--- src/hw/rtl/rfpl_pkg.sv ---
// Shared constants, operation codes and control types of the resonant ladder lowpass.
package rfpl_pkg;

    localparam int MUL_W  = 33;
    localparam int PROD_W = 2 * MUL_W;

    // Coefficient constants, unsigned Q0.32 (1.16 is Q1.32).
    localparam logic [MUL_W-1:0] K_116   = 33'd4982162063;
    localparam logic [MUL_W-1:0] K_015   = 33'd644245094;
    localparam logic [MUL_W-1:0] K_035   = 33'd1503796899;
    localparam logic [MUL_W-1:0] K_03    = 33'd1288490189;
    localparam logic [MUL_W-1:0] ONE_Q32 = 33'h1_0000_0000;

    localparam logic [MUL_W-1:0] RND_16 = 33'h0_0000_8000;
    localparam logic [MUL_W-1:0] RND_30 = 33'h0_2000_0000;
    localparam logic [MUL_W-1:0] RND_32 = 33'h0_8000_0000;

    localparam int CUTOFF_W   = 15;
    localparam int RES_W      = 16;
    localparam int CFG_DATA_W = 16;
    localparam int CFG_IDX_W  = 2;

    localparam logic [CFG_IDX_W-1:0] REG_CUTOFF    = 2'd0;
    localparam logic [CFG_IDX_W-1:0] REG_RESONANCE = 2'd1;

    localparam logic [CUTOFF_W-1:0] CUTOFF_RST = 15'd6554;
    localparam logic [RES_W-1:0]    RES_RST    = 16'd16384;

    // Operations of the sequencer, in execution order.
    typedef enum logic [3:0] {
        OP_F   = 4'd0,
        OP_F2  = 4'd1,
        OP_F4  = 4'd2,
        OP_G   = 4'd3,
        OP_U   = 4'd4,
        OP_FB  = 4'd5,
        OP_FBS = 4'd6,
        OP_GX  = 4'd7,
        OP_S1P = 4'd8,
        OP_S1O = 4'd9,
        OP_S2P = 4'd10,
        OP_S2O = 4'd11,
        OP_S3P = 4'd12,
        OP_S3O = 4'd13,
        OP_S4P = 4'd14,
        OP_S4O = 4'd15
    } op_t;

    typedef struct packed {
        logic load;
        logic accum;
    } mac_ctrl_t;

endpackage

--- src/hw/rtl/rfpl_if.sv ---
// Handshake channel interfaces for samples and configuration writes.
interface rfpl_in_if #(parameter int W = 16) ();
    logic                valid;
    logic                ready;
    logic signed [W-1:0] sample_in;

    modport source (output valid, output sample_in, input ready);
    modport sink   (input valid, input sample_in, output ready);
endinterface

interface rfpl_out_if #(parameter int W = 16) ();
    logic                valid;
    logic                ready;
    logic signed [W-1:0] sample_out;

    modport source (output valid, output sample_out, input ready);
    modport sink   (input valid, input sample_out, output ready);
endinterface

interface rfpl_cfg_if #(parameter int IW = 2, parameter int DW = 16) ();
    logic          valid;
    logic          ready;
    logic [IW-1:0] index;
    logic [DW-1:0] data;

    modport source (output valid, output index, output data, input ready);
    modport sink   (input valid, input index, input data, output ready);
endinterface

--- src/hw/rtl/resonant_four_pole_lowpass.sv ---
// Four-pole resonant ladder lowpass built around one shared multiplier.
//
// Usage: audio samples enter on the feed channel, one filtered sample per
// input leaves on the result channel, and the cfg channel writes the cutoff
// (index 0) and resonance (index 1) registers. Configuration is taken at any
// time but should only be written while no sample is in flight.
// Each accepted sample runs sixteen multiply operations through the single
// multiplier: six derive the coefficients from the registers, ten apply the
// feedback, the input gain and the four one-pole stages. An operation passes
// through a multiply state and a retire state, plus an upper multiply state
// for state values when STATE_BITS exceeds 32.
// A new sample is accepted only once the previous one has been handed to
// the result register.
// feed.ready is high only while the sequencer is idle. When the result
// register still holds an unread transaction, the finished sample waits in
// the sequencer until result.ready frees the register.
// Reset clears the stage state to zero and loads cutoff 6554 and resonance
// 16384. Both ready outputs stay low during reset, and the block is ready
// as soon as reset is released.
module resonant_four_pole_lowpass
    import rfpl_pkg::*;
#(
    parameter int SAMPLE_BITS = 16,
    parameter int STATE_BITS  = 32
)
(
    input  logic        clk,
    input  logic        rst_n,
    rfpl_cfg_if.sink    cfg,
    rfpl_in_if.sink     feed,
    rfpl_out_if.source  result
);

    localparam int FRAC  = STATE_BITS - 6;
    localparam int SFRAC = SAMPLE_BITS - 1;
    localparam int UP    = (FRAC >= SFRAC) ? FRAC - SFRAC : 0;
    localparam int DN    = (FRAC >= SFRAC) ? 0 : SFRAC - FRAC;
    localparam int CW    = SAMPLE_BITS + STATE_BITS + 2;
    localparam int PW    = (STATE_BITS + 33 > PROD_W) ? STATE_BITS + 33 : PROD_W;
    localparam int MW    = (STATE_BITS > 32) ? STATE_BITS : MUL_W;
    localparam bit TWO_PASS = (STATE_BITS > 32);

    localparam logic signed [CW-1:0] ST_HI =
        {{(CW - STATE_BITS + 1){1'b0}}, {(STATE_BITS - 1){1'b1}}};
    localparam logic signed [CW-1:0] ST_LO = ~ST_HI;
    localparam logic signed [CW-1:0] SM_HI =
        {{(CW - SAMPLE_BITS + 1){1'b0}}, {(SAMPLE_BITS - 1){1'b1}}};
    localparam logic signed [CW-1:0] SM_LO = ~SM_HI;

    typedef logic signed [STATE_BITS-1:0]  st_t;
    typedef logic signed [SAMPLE_BITS-1:0] smp_t;
    typedef logic signed [CW-1:0]          wide_t;

    typedef enum logic [4:0] {
        ST_IDLE  = 5'b00001,
        ST_MUL   = 5'b00010,
        ST_UPPER = 5'b00100,
        ST_RET   = 5'b01000,
        ST_OUT   = 5'b10000
    } state_t;

    // Divide by 2^k, rounding to nearest with ties away from zero.
    function automatic wide_t rshr(input wide_t v, input int k);
        logic [CW-1:0] mag;
        logic [CW-1:0] half;
        mag  = v[CW-1] ? -v : v;
        half = (CW'(1) << k) >> 1;
        mag  = (mag + half) >> k;
        return v[CW-1] ? -$signed(mag) : $signed(mag);
    endfunction

    function automatic st_t sat_st(input wide_t v);
        if (v > ST_HI)
        begin
            return ST_HI[STATE_BITS-1:0];
        end
        if (v < ST_LO)
        begin
            return ST_LO[STATE_BITS-1:0];
        end
        return v[STATE_BITS-1:0];
    endfunction

    function automatic smp_t sat_sm(input wide_t v);
        if (v > SM_HI)
        begin
            return SM_HI[SAMPLE_BITS-1:0];
        end
        if (v < SM_LO)
        begin
            return SM_LO[SAMPLE_BITS-1:0];
        end
        return v[SAMPLE_BITS-1:0];
    endfunction

    function automatic wide_t sx_st(input st_t v);
        return {{(CW - STATE_BITS){v[STATE_BITS-1]}}, v};
    endfunction

    function automatic wide_t sx_sm(input smp_t v);
        return {{(CW - SAMPLE_BITS){v[SAMPLE_BITS-1]}}, v};
    endfunction

    // Control and architectural state.
    state_t              state_reg, state_next;
    op_t                 op_reg, op_next;
    logic                rv_reg, rv_next;
    logic [CUTOFF_W-1:0] cutoff_reg;
    logic [RES_W-1:0]    resonance_reg;
    st_t                 out_reg [4];
    st_t                 out_next [4];
    st_t                 prev_reg [4];
    st_t                 prev_next [4];

    // Datapath registers.
    logic [31:0]      f_reg, f_next;
    logic [31:0]      f2_reg, f2_next;
    logic [31:0]      f4_reg, f4_next;
    logic [31:0]      g_reg, g_next;
    logic [31:0]      fb_reg, fb_next;
    logic [MUL_W-1:0] t_reg, t_next;
    logic [MUL_W-1:0] omf_reg, omf_next;
    st_t              s_reg, s_next;
    st_t              x_reg, x_next;
    wide_t            acc_reg, acc_next;
    logic             neg_reg, neg_next;
    smp_t             y_reg, y_next;

    logic             take;
    logic             out_load;
    logic             signed_op;
    logic             sh30;
    logic [1:0]       stg;
    st_t              src;
    logic [STATE_BITS-1:0] mag;
    logic [MW-1:0]    mag_ext;
    logic [MUL_W-1:0] coef;
    logic [MUL_W-1:0] mac_a;
    logic [MUL_W-1:0] mac_b;
    logic [MUL_W-1:0] mac_add;
    mac_ctrl_t        mac_ctrl;
    logic [PW-1:0]    p;
    logic [CW-1:0]    r_mag;
    wide_t            r_s;
    st_t              stage_o;
    smp_t             y_comb;

    assign take      = feed.valid && feed.ready;
    assign feed.ready = rst_n && (state_reg == ST_IDLE);
    assign cfg.ready = rst_n;
    assign result.valid      = rv_reg;
    assign result.sample_out = y_reg;

    assign signed_op = (op_reg >= OP_FBS);
    assign sh30      = (op_reg == OP_FBS);
    assign stg       = op_reg[2:1];

    // Signed operand and coefficient for the state products.
    always_comb
    begin
        case (op_reg)
            OP_FBS:
            begin
                src  = out_reg[3];
                coef = {1'b0, fb_reg};
            end
            OP_GX:
            begin
                src  = x_reg;
                coef = {1'b0, g_reg};
            end
            default:
            begin
                src  = op_reg[0] ? out_reg[stg] : prev_reg[stg];
                coef = op_reg[0] ? omf_reg : K_03;
            end
        endcase
    end

    assign mag     = src[STATE_BITS-1] ? -src : src;
    assign mag_ext = MW'(mag);

    always_comb
    begin
        case (op_reg)
            OP_F:
            begin
                mac_a   = MUL_W'(cutoff_reg);
                mac_b   = K_116;
                mac_add = RND_16;
            end
            OP_F2:
            begin
                mac_a   = {1'b0, f_reg};
                mac_b   = {1'b0, f_reg};
                mac_add = RND_32;
            end
            OP_F4:
            begin
                mac_a   = {1'b0, f2_reg};
                mac_b   = {1'b0, f2_reg};
                mac_add = RND_32;
            end
            OP_G:
            begin
                mac_a   = {1'b0, f4_reg};
                mac_b   = K_035;
                mac_add = RND_32;
            end
            OP_U:
            begin
                mac_a   = {1'b0, f2_reg};
                mac_b   = K_015;
                mac_add = RND_32;
            end
            OP_FB:
            begin
                mac_a   = MUL_W'(resonance_reg);
                mac_b   = t_reg;
                mac_add = RND_16;
            end
            default:
            begin
                mac_a   = (state_reg == ST_UPPER) ? MUL_W'(mag_ext >> 32)
                                                  : {1'b0, mag_ext[31:0]};
                mac_b   = coef;
                mac_add = sh30 ? RND_30 : RND_32;
            end
        endcase
    end

    assign mac_ctrl.load  = (state_reg == ST_MUL);
    assign mac_ctrl.accum = (state_reg == ST_UPPER);

    rfpl_mac #(
        .PW (PW)
    ) u_mac (
        .clk    (clk),
        .ctrl   (mac_ctrl),
        .a      (mac_a),
        .b      (mac_b),
        .addend (mac_add),
        .p      (p)
    );

    // Rounded magnitude of the last product, then its sign restored.
    assign r_mag   = sh30 ? CW'(p >> 30) : CW'(p >> 32);
    assign r_s     = neg_reg ? -$signed(r_mag) : $signed(r_mag);
    assign stage_o = sat_st(acc_reg + r_s);
    assign y_comb  = sat_sm(rshr(sx_st(x_reg), UP) <<< DN);

    // Sequencer.
    always_comb
    begin
        state_next = state_reg;
        op_next    = op_reg;
        out_load   = 1'b0;
        case (state_reg)
            ST_IDLE:
            begin
                if (feed.valid)
                begin
                    state_next = ST_MUL;
                    op_next    = OP_F;
                end
            end
            ST_MUL:
            begin
                state_next = (TWO_PASS && signed_op) ? ST_UPPER : ST_RET;
            end
            ST_UPPER:
            begin
                state_next = ST_RET;
            end
            ST_RET:
            begin
                if (op_reg == OP_S4O)
                begin
                    state_next = ST_OUT;
                end
                else
                begin
                    op_next    = op_t'(op_reg + 4'd1);
                    state_next = ST_MUL;
                end
            end
            ST_OUT:
            begin
                if (!rv_reg || result.ready)
                begin
                    out_load   = 1'b1;
                    state_next = ST_IDLE;
                end
            end
            default:
            begin
                state_next = ST_IDLE;
            end
        endcase
    end

    always_comb
    begin
        rv_next = rv_reg;
        if (result.valid && result.ready)
        begin
            rv_next = 1'b0;
        end
        if (out_load)
        begin
            rv_next = 1'b1;
        end
    end

    // Datapath updates at accept, multiply, output load and retire.
    always_comb
    begin
        f_next    = f_reg;
        f2_next   = f2_reg;
        f4_next   = f4_reg;
        g_next    = g_reg;
        fb_next   = fb_reg;
        t_next    = t_reg;
        omf_next  = omf_reg;
        s_next    = s_reg;
        x_next    = x_reg;
        acc_next  = acc_reg;
        neg_next  = neg_reg;
        y_next    = y_reg;
        out_next  = out_reg;
        prev_next = prev_reg;

        if (take)
        begin
            s_next = sat_st(rshr(sx_sm(feed.sample_in), DN) <<< UP);
        end
        if (state_reg == ST_MUL)
        begin
            neg_next = src[STATE_BITS-1];
        end
        if (out_load)
        begin
            y_next = y_comb;
        end
        if (state_reg == ST_RET)
        begin
            case (op_reg)
                OP_F:
                begin
                    f_next   = p[47:16];
                    omf_next = ONE_Q32 - {1'b0, p[47:16]};
                end
                OP_F2:
                begin
                    f2_next = p[63:32];
                end
                OP_F4:
                begin
                    f4_next = p[63:32];
                end
                OP_G:
                begin
                    g_next = p[63:32];
                end
                OP_U:
                begin
                    t_next = ONE_Q32 - {1'b0, p[63:32]};
                end
                OP_FB:
                begin
                    fb_next = p[47:16];
                end
                OP_FBS:
                begin
                    x_next = sat_st(sx_st(s_reg) - r_s);
                end
                OP_GX:
                begin
                    x_next = sat_st(r_s);
                end
                default:
                begin
                    // Even operations add the previous-input term, odd ones
                    // close the stage with the feedback of its last output.
                    if (!op_reg[0])
                    begin
                        acc_next = sx_st(x_reg) + r_s;
                    end
                    else
                    begin
                        prev_next[stg] = x_reg;
                        out_next[stg]  = stage_o;
                        x_next         = stage_o;
                    end
                end
            endcase
        end
    end

    always_ff @(posedge clk or negedge rst_n)
    begin
        if (!rst_n)
        begin
            state_reg     <= ST_IDLE;
            op_reg        <= OP_F;
            rv_reg        <= 1'b0;
            cutoff_reg    <= CUTOFF_RST;
            resonance_reg <= RES_RST;
            out_reg       <= '{default: '0};
            prev_reg      <= '{default: '0};
        end
        else
        begin
            state_reg <= state_next;
            op_reg    <= op_next;
            rv_reg    <= rv_next;
            out_reg   <= out_next;
            prev_reg  <= prev_next;
            if (cfg.valid && cfg.ready)
            begin
                case (cfg.index)
                    REG_CUTOFF:
                    begin
                        cutoff_reg <= cfg.data[CUTOFF_W-1:0];
                    end
                    REG_RESONANCE:
                    begin
                        resonance_reg <= cfg.data[RES_W-1:0];
                    end
                    default:
                    begin
                    end
                endcase
            end
        end
    end

    always_ff @(posedge clk)
    begin
        f_reg   <= f_next;
        f2_reg  <= f2_next;
        f4_reg  <= f4_next;
        g_reg   <= g_next;
        fb_reg  <= fb_next;
        t_reg   <= t_next;
        omf_reg <= omf_next;
        s_reg   <= s_next;
        x_reg   <= x_next;
        acc_reg <= acc_next;
        neg_reg <= neg_next;
        y_reg   <= y_next;
    end

`ifndef ASSERT_OFF
    a_start: assert property (@(posedge clk) disable iff (!rst_n)
        take |=> (state_reg == ST_MUL) && (op_reg == OP_F))
        else $error("sequence did not start at the first operation");

    a_hi_pass: assert property (@(posedge clk) disable iff (!rst_n)
        (state_reg == ST_UPPER) |-> (TWO_PASS && (op_reg >= OP_FBS)))
        else $error("upper multiply pass on a coefficient operation");

    a_finish: assert property (@(posedge clk) disable iff (!rst_n)
        ((state_reg == ST_RET) && (op_reg == OP_S4O)) |=> (state_reg == ST_OUT))
        else $error("last stage retired without moving to output");

    a_hold: assert property (@(posedge clk) disable iff (!rst_n)
        ((state_reg == ST_OUT) && result.valid && !result.ready)
            |=> (state_reg == ST_OUT))
        else $error("unread result would be overwritten");

    a_load: assert property (@(posedge clk) disable iff (!rst_n)
        out_load |=> result.valid && (result.sample_out == $past(y_comb)))
        else $error("result register does not hold the finished sample");
`endif

endmodule

--- src/hw/rtl/rfpl_mac.sv ---
// Shared unsigned 33x33 multiplier with a registered product accumulator.
module rfpl_mac
    import rfpl_pkg::*;
#(
    parameter int PW = 66
)
(
    input  logic             clk,
    input  mac_ctrl_t        ctrl,
    input  logic [MUL_W-1:0] a,
    input  logic [MUL_W-1:0] b,
    input  logic [MUL_W-1:0] addend,
    output logic [PW-1:0]    p
);

    logic [PROD_W-1:0] prod;
    logic [PW-1:0]     p_reg;
    logic [PW-1:0]     p_next;

    assign prod = a * b;

    // The upper pass of a wide operand lands 32 bits above the lower one.
    always_comb
    begin
        p_next = p_reg;
        if (ctrl.load)
        begin
            p_next = PW'(prod) + PW'(addend);
        end
        else if (ctrl.accum)
        begin
            p_next = p_reg + (PW'(prod) << 32);
        end
    end

    always_ff @(posedge clk)
    begin
        p_reg <= p_next;
    end

    assign p = p_reg;

endmodule
--- src/flat_wrapper.sv ---
// flat-port wrapper written by rule: the top's interface ports become plain ports
module resonant_four_pole_lowpass_flat import rfpl_pkg::*;
#(
    parameter int SAMPLE_BITS = 16,
    parameter int STATE_BITS  = 32
)
  (clk, rst_n, cfg_valid, cfg_index, cfg_data, cfg_ready, feed_valid, feed_sample_in, feed_ready, result_valid, result_sample_out, result_ready);
  rfpl_cfg_if cfg_i ();
  rfpl_in_if feed_i ();
  rfpl_out_if result_i ();
  input  logic clk;
  input  logic rst_n;
  input wire logic [$bits(cfg_i.valid)-1:0] cfg_valid;
  input wire logic [$bits(cfg_i.index)-1:0] cfg_index;
  input wire logic [$bits(cfg_i.data)-1:0] cfg_data;
  output wire logic [$bits(cfg_i.ready)-1:0] cfg_ready;
  input wire logic [$bits(feed_i.valid)-1:0] feed_valid;
  input wire logic [$bits(feed_i.sample_in)-1:0] feed_sample_in;
  output wire logic [$bits(feed_i.ready)-1:0] feed_ready;
  output wire logic [$bits(result_i.valid)-1:0] result_valid;
  output wire logic [$bits(result_i.sample_out)-1:0] result_sample_out;
  input wire logic [$bits(result_i.ready)-1:0] result_ready;
  assign cfg_i.valid = cfg_valid;
  assign cfg_i.index = cfg_index;
  assign cfg_i.data = cfg_data;
  assign cfg_ready = cfg_i.ready;
  assign feed_i.valid = feed_valid;
  assign feed_i.sample_in = feed_sample_in;
  assign feed_ready = feed_i.ready;
  assign result_valid = result_i.valid;
  assign result_sample_out = result_i.sample_out;
  assign result_i.ready = result_ready;
  resonant_four_pole_lowpass #(.SAMPLE_BITS(SAMPLE_BITS), .STATE_BITS(STATE_BITS)) u_core (.clk(clk), .rst_n(rst_n), .cfg(cfg_i), .feed(feed_i), .result(result_i));
endmodule
--- config.mk ---
export PLATFORM = sky130hd
export DESIGN_NAME = resonant_four_pole_lowpass_flat
export DESIGN_NICKNAME = d
export VERILOG_FILES = /design/src/hw/rtl/rfpl_pkg.sv /design/src/hw/rtl/rfpl_if.sv /design/src/hw/rtl/resonant_four_pole_lowpass.sv /design/src/hw/rtl/rfpl_mac.sv /design/src/flat_wrapper.sv
export SDC_FILE = /design/constraint.sdc
export NUM_CORES = 2
export LEC_CHECK = 0
export BUFFER_PORTS_ARGS = -buffer_cell sky130_fd_sc_hd__buf_2
export CAP_MARGIN = 20
export CELL_PAD_IN_SITES_DETAIL_PLACEMENT = 0
export CELL_PAD_IN_SITES_GLOBAL_PLACEMENT = 2
export CORE_UTILIZATION = 35
export CTS_BUF_LIST = sky130_fd_sc_hd__clkbuf_8
export CTS_CLUSTER_SIZE = 25
export DETAILED_ROUTE_END_ITERATION = 8
export HOLD_SLACK_MARGIN = 0.05
export PLACE_DENSITY = 0.7
export SYNTH_ARGS = -nofsm -noshare
export SYNTH_HDL_FRONTEND = slang
export SYNTH_SLANG_ARGS = --single-unit
--- constraint.sdc ---
create_clock -name clk -period 18.5 [get_ports clk]
set_clock_uncertainty 0.15 [all_clocks]
set_input_delay 1.85 -clock clk [delete_from_list [all_inputs] [get_ports clk]]
set_output_delay 1.85 -clock clk [all_outputs]
set_load 0.005 [all_outputs]
Word-level counts from Yosys, hierarchy flattened
Cells that the tools add are included.
{"block": "op_classes", "add_sub_neg": 15, "mul": 1, "div_mod_pow": 0, "order_cmp": 12, "n_eq_ne": 17, "shift": 0, "muxes": 86, "n_bitwise": 4, "n_reduce_logical": 32}
{"operator": "32-bit two-way mux", "count": 26}
{"operator": "128-bit bitwise mux", "count": 2}
{"operator": "50-bit by 32-bit > comparator with 1-bit output (second input constant)", "count": 4}
{"operator": "50-bit by 32-bit less-than comparator with 1-bit output (second input constant)", "count": 4}
{"operator": "33-bit one-hot mux with 6 select lines", "count": 1}
{"operator": "33-bit one-hot mux with 5 select lines", "count": 1}
{"operator": "50-bit two-way mux", "count": 3}
{"operator": "66-bit two-way mux", "count": 2}
{"operator": "33-bit one-hot mux with 2 select lines", "count": 2}
{"operator": "32-bit binary-select mux with 2-bit select", "count": 2}
{"operator": "32-bit one-hot mux with 3 select lines", "count": 1}
{"operator": "39-bit two-way mux", "count": 2}
{"operator": "66-bit by 33-bit adder with 66-bit output", "count": 1}
{"operator": "66-bit adder", "count": 1}
{"operator": "33-bit by 33-bit multiplier with 66-bit output", "count": 1}
{"operator": "33-bit by 32-bit subtractor with 33-bit output (first input constant)", "count": 2}
{"operator": "32-bit demux with 2-bit select", "count": 1}
{"operator": "16-bit two-way mux", "count": 4}
{"operator": "32-bit one-hot mux with 2 select lines", "count": 1}
{"operator": "32-bit by 50-bit adder with 50-bit output", "count": 1}
{"operator": "50-bit by 11-bit adder with 50-bit output (second input constant)", "count": 1}
{"operator": "50-bit adder", "count": 1}
{"operator": "50-bit by 16-bit > comparator with 1-bit output (second input constant)", "count": 1}
{"operator": "50-bit by 16-bit less-than comparator with 1-bit output (second input constant)", "count": 1}
{"operator": "other kinds (44)", "count": 101}
{"block": "word_totals", "register_bits": 720, "latch_bits": 0, "ram_bits": 0, "mem_bits_ro": 0, "inputBits": 39, "out_inout_bits": 19, "word_cells": 193, "n_memories": 0}

Longest topological paths before layout
{"block": "logic_depth", "ltp_word": 15, "ltp_mapped": 54, "depth_no_buf": 47}

Hierarchy
Synthesis repeated with hierarchy kept, for this count alone.
{"block": "unflattened", "hier_cells": 9442, "area_unflattened_um2": 85079.1}
{"mod": "rfpl_mac", "instances": 1, "cells_each": 4948, "area_each_um2": 42965.0, "seq_area_each_um2": 1981.9}
{"mod": "resonant_four_pole_lowpass", "instances": 1, "cells_each": 4494, "area_each_um2": 42114.1, "seq_area_each_um2": 17808.3}

Worst setup path after synthesis
Ideal clock, no wire load.
{"block": "synth_timing", "path_kind": "reg2reg", "start": "register u_core.op_reg[0]", "end": "register u_core.u_mac.p_reg[65] (netlist: u_core.u_mac.p[65]) (data pin)", "setup_time_ps": 158, "arrival_time_ps": 13976, "required_time_ps": 18192, "setup_slack_ps": 4216, "path_stages_with_launch": 50, "n_path_buf": 11, "synth_period_minus_slack_ps": 14284, "cell_sequence": "dfrtp_1 -> inv_2 -> buf_1 -> buf_1 -> clkbuf_1 -> ha_1 -> clkbuf_1 -> clkbuf_1 -> clkbuf_1 -> and2_1 -> clkbuf_1 -> nor2_1 -> o21ai_0 -> clkbuf_1 -> clkbuf_1 -> nor2_1 -> a2111oi_0 -> clkbuf_1 -> [14 not listed] -> and2_1 -> and3_1 -> a221oi_1 -> o21ai_1 -> a21oi_1 -> o21bai_1 -> a21oi_1 -> xnor2_1 -> ha_1 -> nand2_1 -> o211ai_1 -> nor4b_2 -> nor4b_4 -> or4b_1 -> buf_2 -> or4_4 -> or4_1 -> o211ai_1"}
{"block": "synth_via", "elab_chain_len": 10, "word_cells_on_any_way": 27, "classes_between": "add/sub (3); mul (1); eq/ne (7); mux (12); reduce/logical (4)"}
{"element": "start: declaration", "line": "resonant_four_pole_lowpass.sv:106", "source": "op_t op_reg, op_next;"}
{"element": "start signal: assignment", "line": "resonant_four_pole_lowpass.sv:415", "source": "op_reg <= op_next;"}
{"element": "4-bit by 3-bit == test with 1-bit output (tied with other cells)", "line": "resonant_four_pole_lowpass.sv:161", "source": "case (op_reg)"}
{"element": "32-bit one-hot mux with 2 select lines", "line": "resonant_four_pole_lowpass.sv:161"}
{"element": "32-bit negator", "line": "resonant_four_pole_lowpass.sv:180", "source": "assign mag = src[STATE_BITS-1] ? -src : src;"}
{"element": "32-bit two-way mux", "line": "resonant_four_pole_lowpass.sv:180"}
{"element": "32-bit two-way mux", "line": "resonant_four_pole_lowpass.sv:224", "source": "mac_a = (state_reg == ST_UPPER) ? MUL_W'(mag_ext >> 32)"}
{"element": "33-bit one-hot mux with 5 select lines", "line": "resonant_four_pole_lowpass.sv:185", "source": "case (op_reg)"}
{"element": "33-bit by 33-bit multiplier with 66-bit output", "line": "rfpl_mac.sv:20", "source": "assign prod = a * b;"}
{"element": "66-bit adder", "line": "rfpl_mac.sv:32", "source": "p_next = p_reg + (PW'(prod) << 32);"}
{"element": "66-bit two-way mux", "line": "rfpl_mac.sv:30", "source": "else if (ctrl.accum)"}
{"element": "66-bit two-way mux (*)", "line": "rfpl_mac.sv:26", "source": "if (ctrl.load)"}
{"element": "named net u_core.u_mac.p_next[65]", "line": "rfpl_mac.sv:18", "source": "logic [PW-1:0] p_next;"}
{"element": "end signal: assignment", "line": "rfpl_mac.sv:38", "source": "p_reg <= p_next;"}
{"element": "end: declaration", "line": "rfpl_mac.sv:17", "source": "logic [PW-1:0] p_reg;"}
The timed path passes the listed nets; every way through them passes the cells marked *. The select of a mux whose other input is x is not followed.
A chain may end at the register's enable or synchronous reset.

Worst setup path after layout
{"block": "layout_timing", "start": "register u_core.op_reg[1]", "end": "register u_core.u_mac.p_reg[65] (netlist: u_core.u_mac.p[65]) (data pin)"}
{"block": "layout_via", "elab_chain_len": 14, "word_cells_on_any_way": 33, "classes_between": "add/sub (3); mul (1); eq/ne (7); mux (17); bitwise (1); reduce/logical (4)"}
{"element": "2-bit NOT with 3-bit output (implied by the code)", "line": "resonant_four_pole_lowpass.sv:174", "source": "src = op_reg[0] ? out_reg[stg] : prev_reg[stg];"}
{"element": "32-bit binary-select mux with 2-bit select", "line": "resonant_four_pole_lowpass.sv:174"}
{"element": "32-bit two-way mux (implied by the code) (2 in series)", "line": "resonant_four_pole_lowpass.sv:174"}
{"element": "32-bit two-way mux", "line": "resonant_four_pole_lowpass.sv:174"}
{"element": "32-bit one-hot mux with 2 select lines", "line": "resonant_four_pole_lowpass.sv:161"}
{"element": "32-bit negator", "line": "resonant_four_pole_lowpass.sv:180"}
{"element": "32-bit two-way mux", "line": "resonant_four_pole_lowpass.sv:180"}
{"element": "32-bit two-way mux", "line": "resonant_four_pole_lowpass.sv:224"}
{"element": "33-bit one-hot mux with 5 select lines", "line": "resonant_four_pole_lowpass.sv:185"}
{"element": "33-bit by 33-bit multiplier with 66-bit output", "line": "rfpl_mac.sv:20"}
{"element": "66-bit adder", "line": "rfpl_mac.sv:32"}
{"element": "66-bit two-way mux", "line": "rfpl_mac.sv:30"}
{"element": "66-bit two-way mux (*)", "line": "rfpl_mac.sv:26"}
{"element": "named net u_core.u_mac.p_next[65]", "line": "rfpl_mac.sv:18"}
Marked as above.

==> qor.csv <==
stage,metric,value,unit
sta,fin_crit_sh,0.8378,
critical_path,slowest_delay,0.96,ns
synth,yosysMostFrequentCell,inv_1,
synth,async_reset_ff_frac,0.4277,
finish,post-route-util,0.3833,
synth,synthesis.area,0.08031,mm2
critical_path,reg2reg_slack,3.00,ns
grt,track_usage,0.2664,
clock_tree,cts.repair.resized,0,
synth,yosys-top-cells-area,"fa_1 23%, edfxtp_1 15%, dfrtp_1 8.9%",
grt,overflow,0,
critical_path,cp.depth,38,
floorplan,placementRows,175,
critical_path,cp.arrival,16.08,ns
sta,fin_ws,3.001,ns
floorplan,coreArea,0.2277,mm2
routing,wl_per_cell,26.11,um
sta,setup_viol,0,
clock_tree,cts_tree,done,
critical_path,endpoint,u_core.u_mac.p[65],
sta,fmax,0.06452,GHz
routing,dr.pass1.iters,9,
flow_run,max_cap_viol_count,0,
synth,synth-seq-cells,692,
place,gp_congestion,0.9244,
clock_tree,clkTransAtPathRegs,0.07,ns
grt,grt_max_degree,120,
finish,syn_to_final_growth,8.675,%
clock_tree,cts_htree_levels,3,
sta,setup_tns,0,ns
clock_tree,cts_root_buf,clkbuf_8,
clock_tree,cts_sinks,692,
floorplan,pin_count,58,
sta,rsz0062_at_grt,false,
critical_path,cpMostUsedCell,fa_1,
routing,postRouteAntennaNets,0,
place,place_inst,11550,
sta,final_max_slew_viol_count,0,
critical_path,critical_path.max_fanout,40,
routing,drcViolationCount,22,
synth,synth_cells,8753,
synth,synth_top_cell_area_share,0.2323,
worst_hold_path,hp-class,reg -> reg,
critical_path,critical_path_buf_inv_count,5,
critical_path,crit_type,reg -> reg,
routing,vias,65619,
routing,drtIter0Drc,6616,
clock_tree,cts-buffers-inserted,117,
finish,drive_gt1_frac,0.09129,
synth,synth_top_area_cell,fa_1,
floorplan,start_util,0.3527,
synth,yosys-top-cells-count,"1115 x inv_1, 1055 x nand2_1, 941 x nor2_1, 932 x fa_1, 465 x ha_1",
run_status,status,"finished, violations left",
floorplan,die_h,481.0,um
sta,fin_crit,15.50,ns
place,place_hpwl,236.3,mm
grt,grt_first_pass_wirelength,455.4,mm
place,pre_cts_slack,3.174,ns
routing,vias_per_cell,5.570,
critical_path,crit-reg2reg-launch,u_core.op_reg[1],
floorplan,die_w,481.0,um
sta,hold_viol_final,0,
finish,nets,10100,
synth,synth_fp_nets,10189,
critical_path,cp_top_family,adder cells,
clock_tree,clk_path_buf_depth,3,
floorplan,dieArea,0.2314,mm2
clock_tree,cts_hold_buf,0,
run_status,violations,DRC,
critical_path,crit_path_start_kind,flop,
clock_tree,post-cts-setup-buffers,0,
finish,final_cells,11781,
sta,worst_slew_pin_slew,1.327,ns
synth,synth_area_per_cell,9.175,um2
critical_path,cp.required,19.09,ns
critical_path,cp-startpoint,u_core.op_reg[1],
place,io_buffer_count,57,
critical_path,r2r_cells,38,
grt,antenna_found_initial,28,
critical_path,cp-end-kind,flop,
critical_path,slowest_stage,dfrtp_4,
synth,ys_warn_count,0,
synth,synthFlopType,edfxtp_1,
critical_path,rr_endpoint,u_core.u_mac.p[65],
routing,wl,307.6,mm
synth,ys_seq_area_frac,0.2404,
sta,slew_headroom,0.1153,
clock_tree,clk_latency,0.93,ns
grt,first_global_vias,65925,
synth,synth_edf_count,396,
synth,netlist-cell-type-count,116,
==> layout by cell type (no fill, tap or decap), types with 79 or more instances in the layout <==
cell / count
nand2_1: 1053
a21oi_1: 335
fa_1: 932
mux2_2: 102
ha_1: 463
xnor2_1: 273
nor2_1: 936
dfrtp_1: 285
buf_4: 214
edfxtp_1: 396
a21o_1: 183
nor3_1: 114
inv_1: 1151
clkbuf_8: 127
mux2i_1: 79
o21ai_0: 332
nand3_1: 109
nand2b_1: 84
xor2_1: 154
==> routing by layer <==
| layer | share of wire | track usage | vias to the layer above | wire, um |
|---|---|---|---|---|
| li1 | - | - | 29176 | - |
| met1 | 0.47 | 0.3953 | 33829 | 143100 |
| met4 | 0.025 | 0.06245 | 2 | 7793 |
| met5 | 0.000052 | 0 | - | 16 |
| met2 | 0.44 | 0.4030 | 2275 | 134100 |
| met3 | 0.073 | 0.04193 | 337 | 22580 |
==> cells by family after synthesis <==
| kind of cell | synth area share |
|---|---|
| AND/OR/NAND/NOR | 0.1538 |
| XOR/XNOR | 0.04716 |
| buffers and inverters | 0.07621 |
| adder cells (fa/ha/maj) | 0.3048 |
| multiplexers | 0.04210 |
| flip-flops | 0.2404 |
| AO/OA/AOI/OAI | 0.1355 |
==> worst min-delay path by stage <==
stage,slack (ns),startpoint,cells past startpoint,endpoint
finish,0.32,u_core.prev_reg[57],2,u_core.prev_reg[57]
global placement,0.30,u_core.prev_reg[7],2,u_core.prev_reg[7]
floorplan,0.29,u_core.prev_reg[53],2,u_core.prev_reg[53]
detailed placement,0.31,u_core.prev_reg[52],2,u_core.prev_reg[52]
global route,0.35,u_core.prev_reg[54],2,u_core.prev_reg[54]
CTS,0.32,u_core.prev_reg[32],2,u_core.prev_reg[32]
==> per-stage QoR <==
step / cell area, um2 / hold WS (ns)
6_report: 87280 / 0.3202
5_1_grt: 87260 / 0.3467
4_1_cts: 87220 / 0.3234
3_5_place_dp: 84620 / 0.3079
3_3_place_gp: 84550 / 0.3027
2_1_floorplan: 80310 / 0.2904
==> final cells by class <==
cell class | instances | area, um2
Timing Repair Buffer | 279 | 2023
Multi-Input combinational cell | 6452 | 55340
Inverter | 1122 | 4213
Antenna cell | 9 | 22.52
Clock buffer | 127 | 1748
Clock inverter | 91 | 847.1
Sequential cell | 692 | 19320
Fill cell | 23064 | 140400
Tap cell | 3009 | 3765
==> worst reg2reg max path: cells and delay by family (launching register included) <==
family	cells	cell delay, ns
flops	1	0.96
buf+inv	5	0.72
fa+ha+maj	10	5.36
simple gates	13	4.30
compound gates	8	3.16
xor+xnor	2	0.70
Power is left out: the tool's default activity adds up to more than one toggle a clock period on the data nets, which glitch-free logic cannot reach.
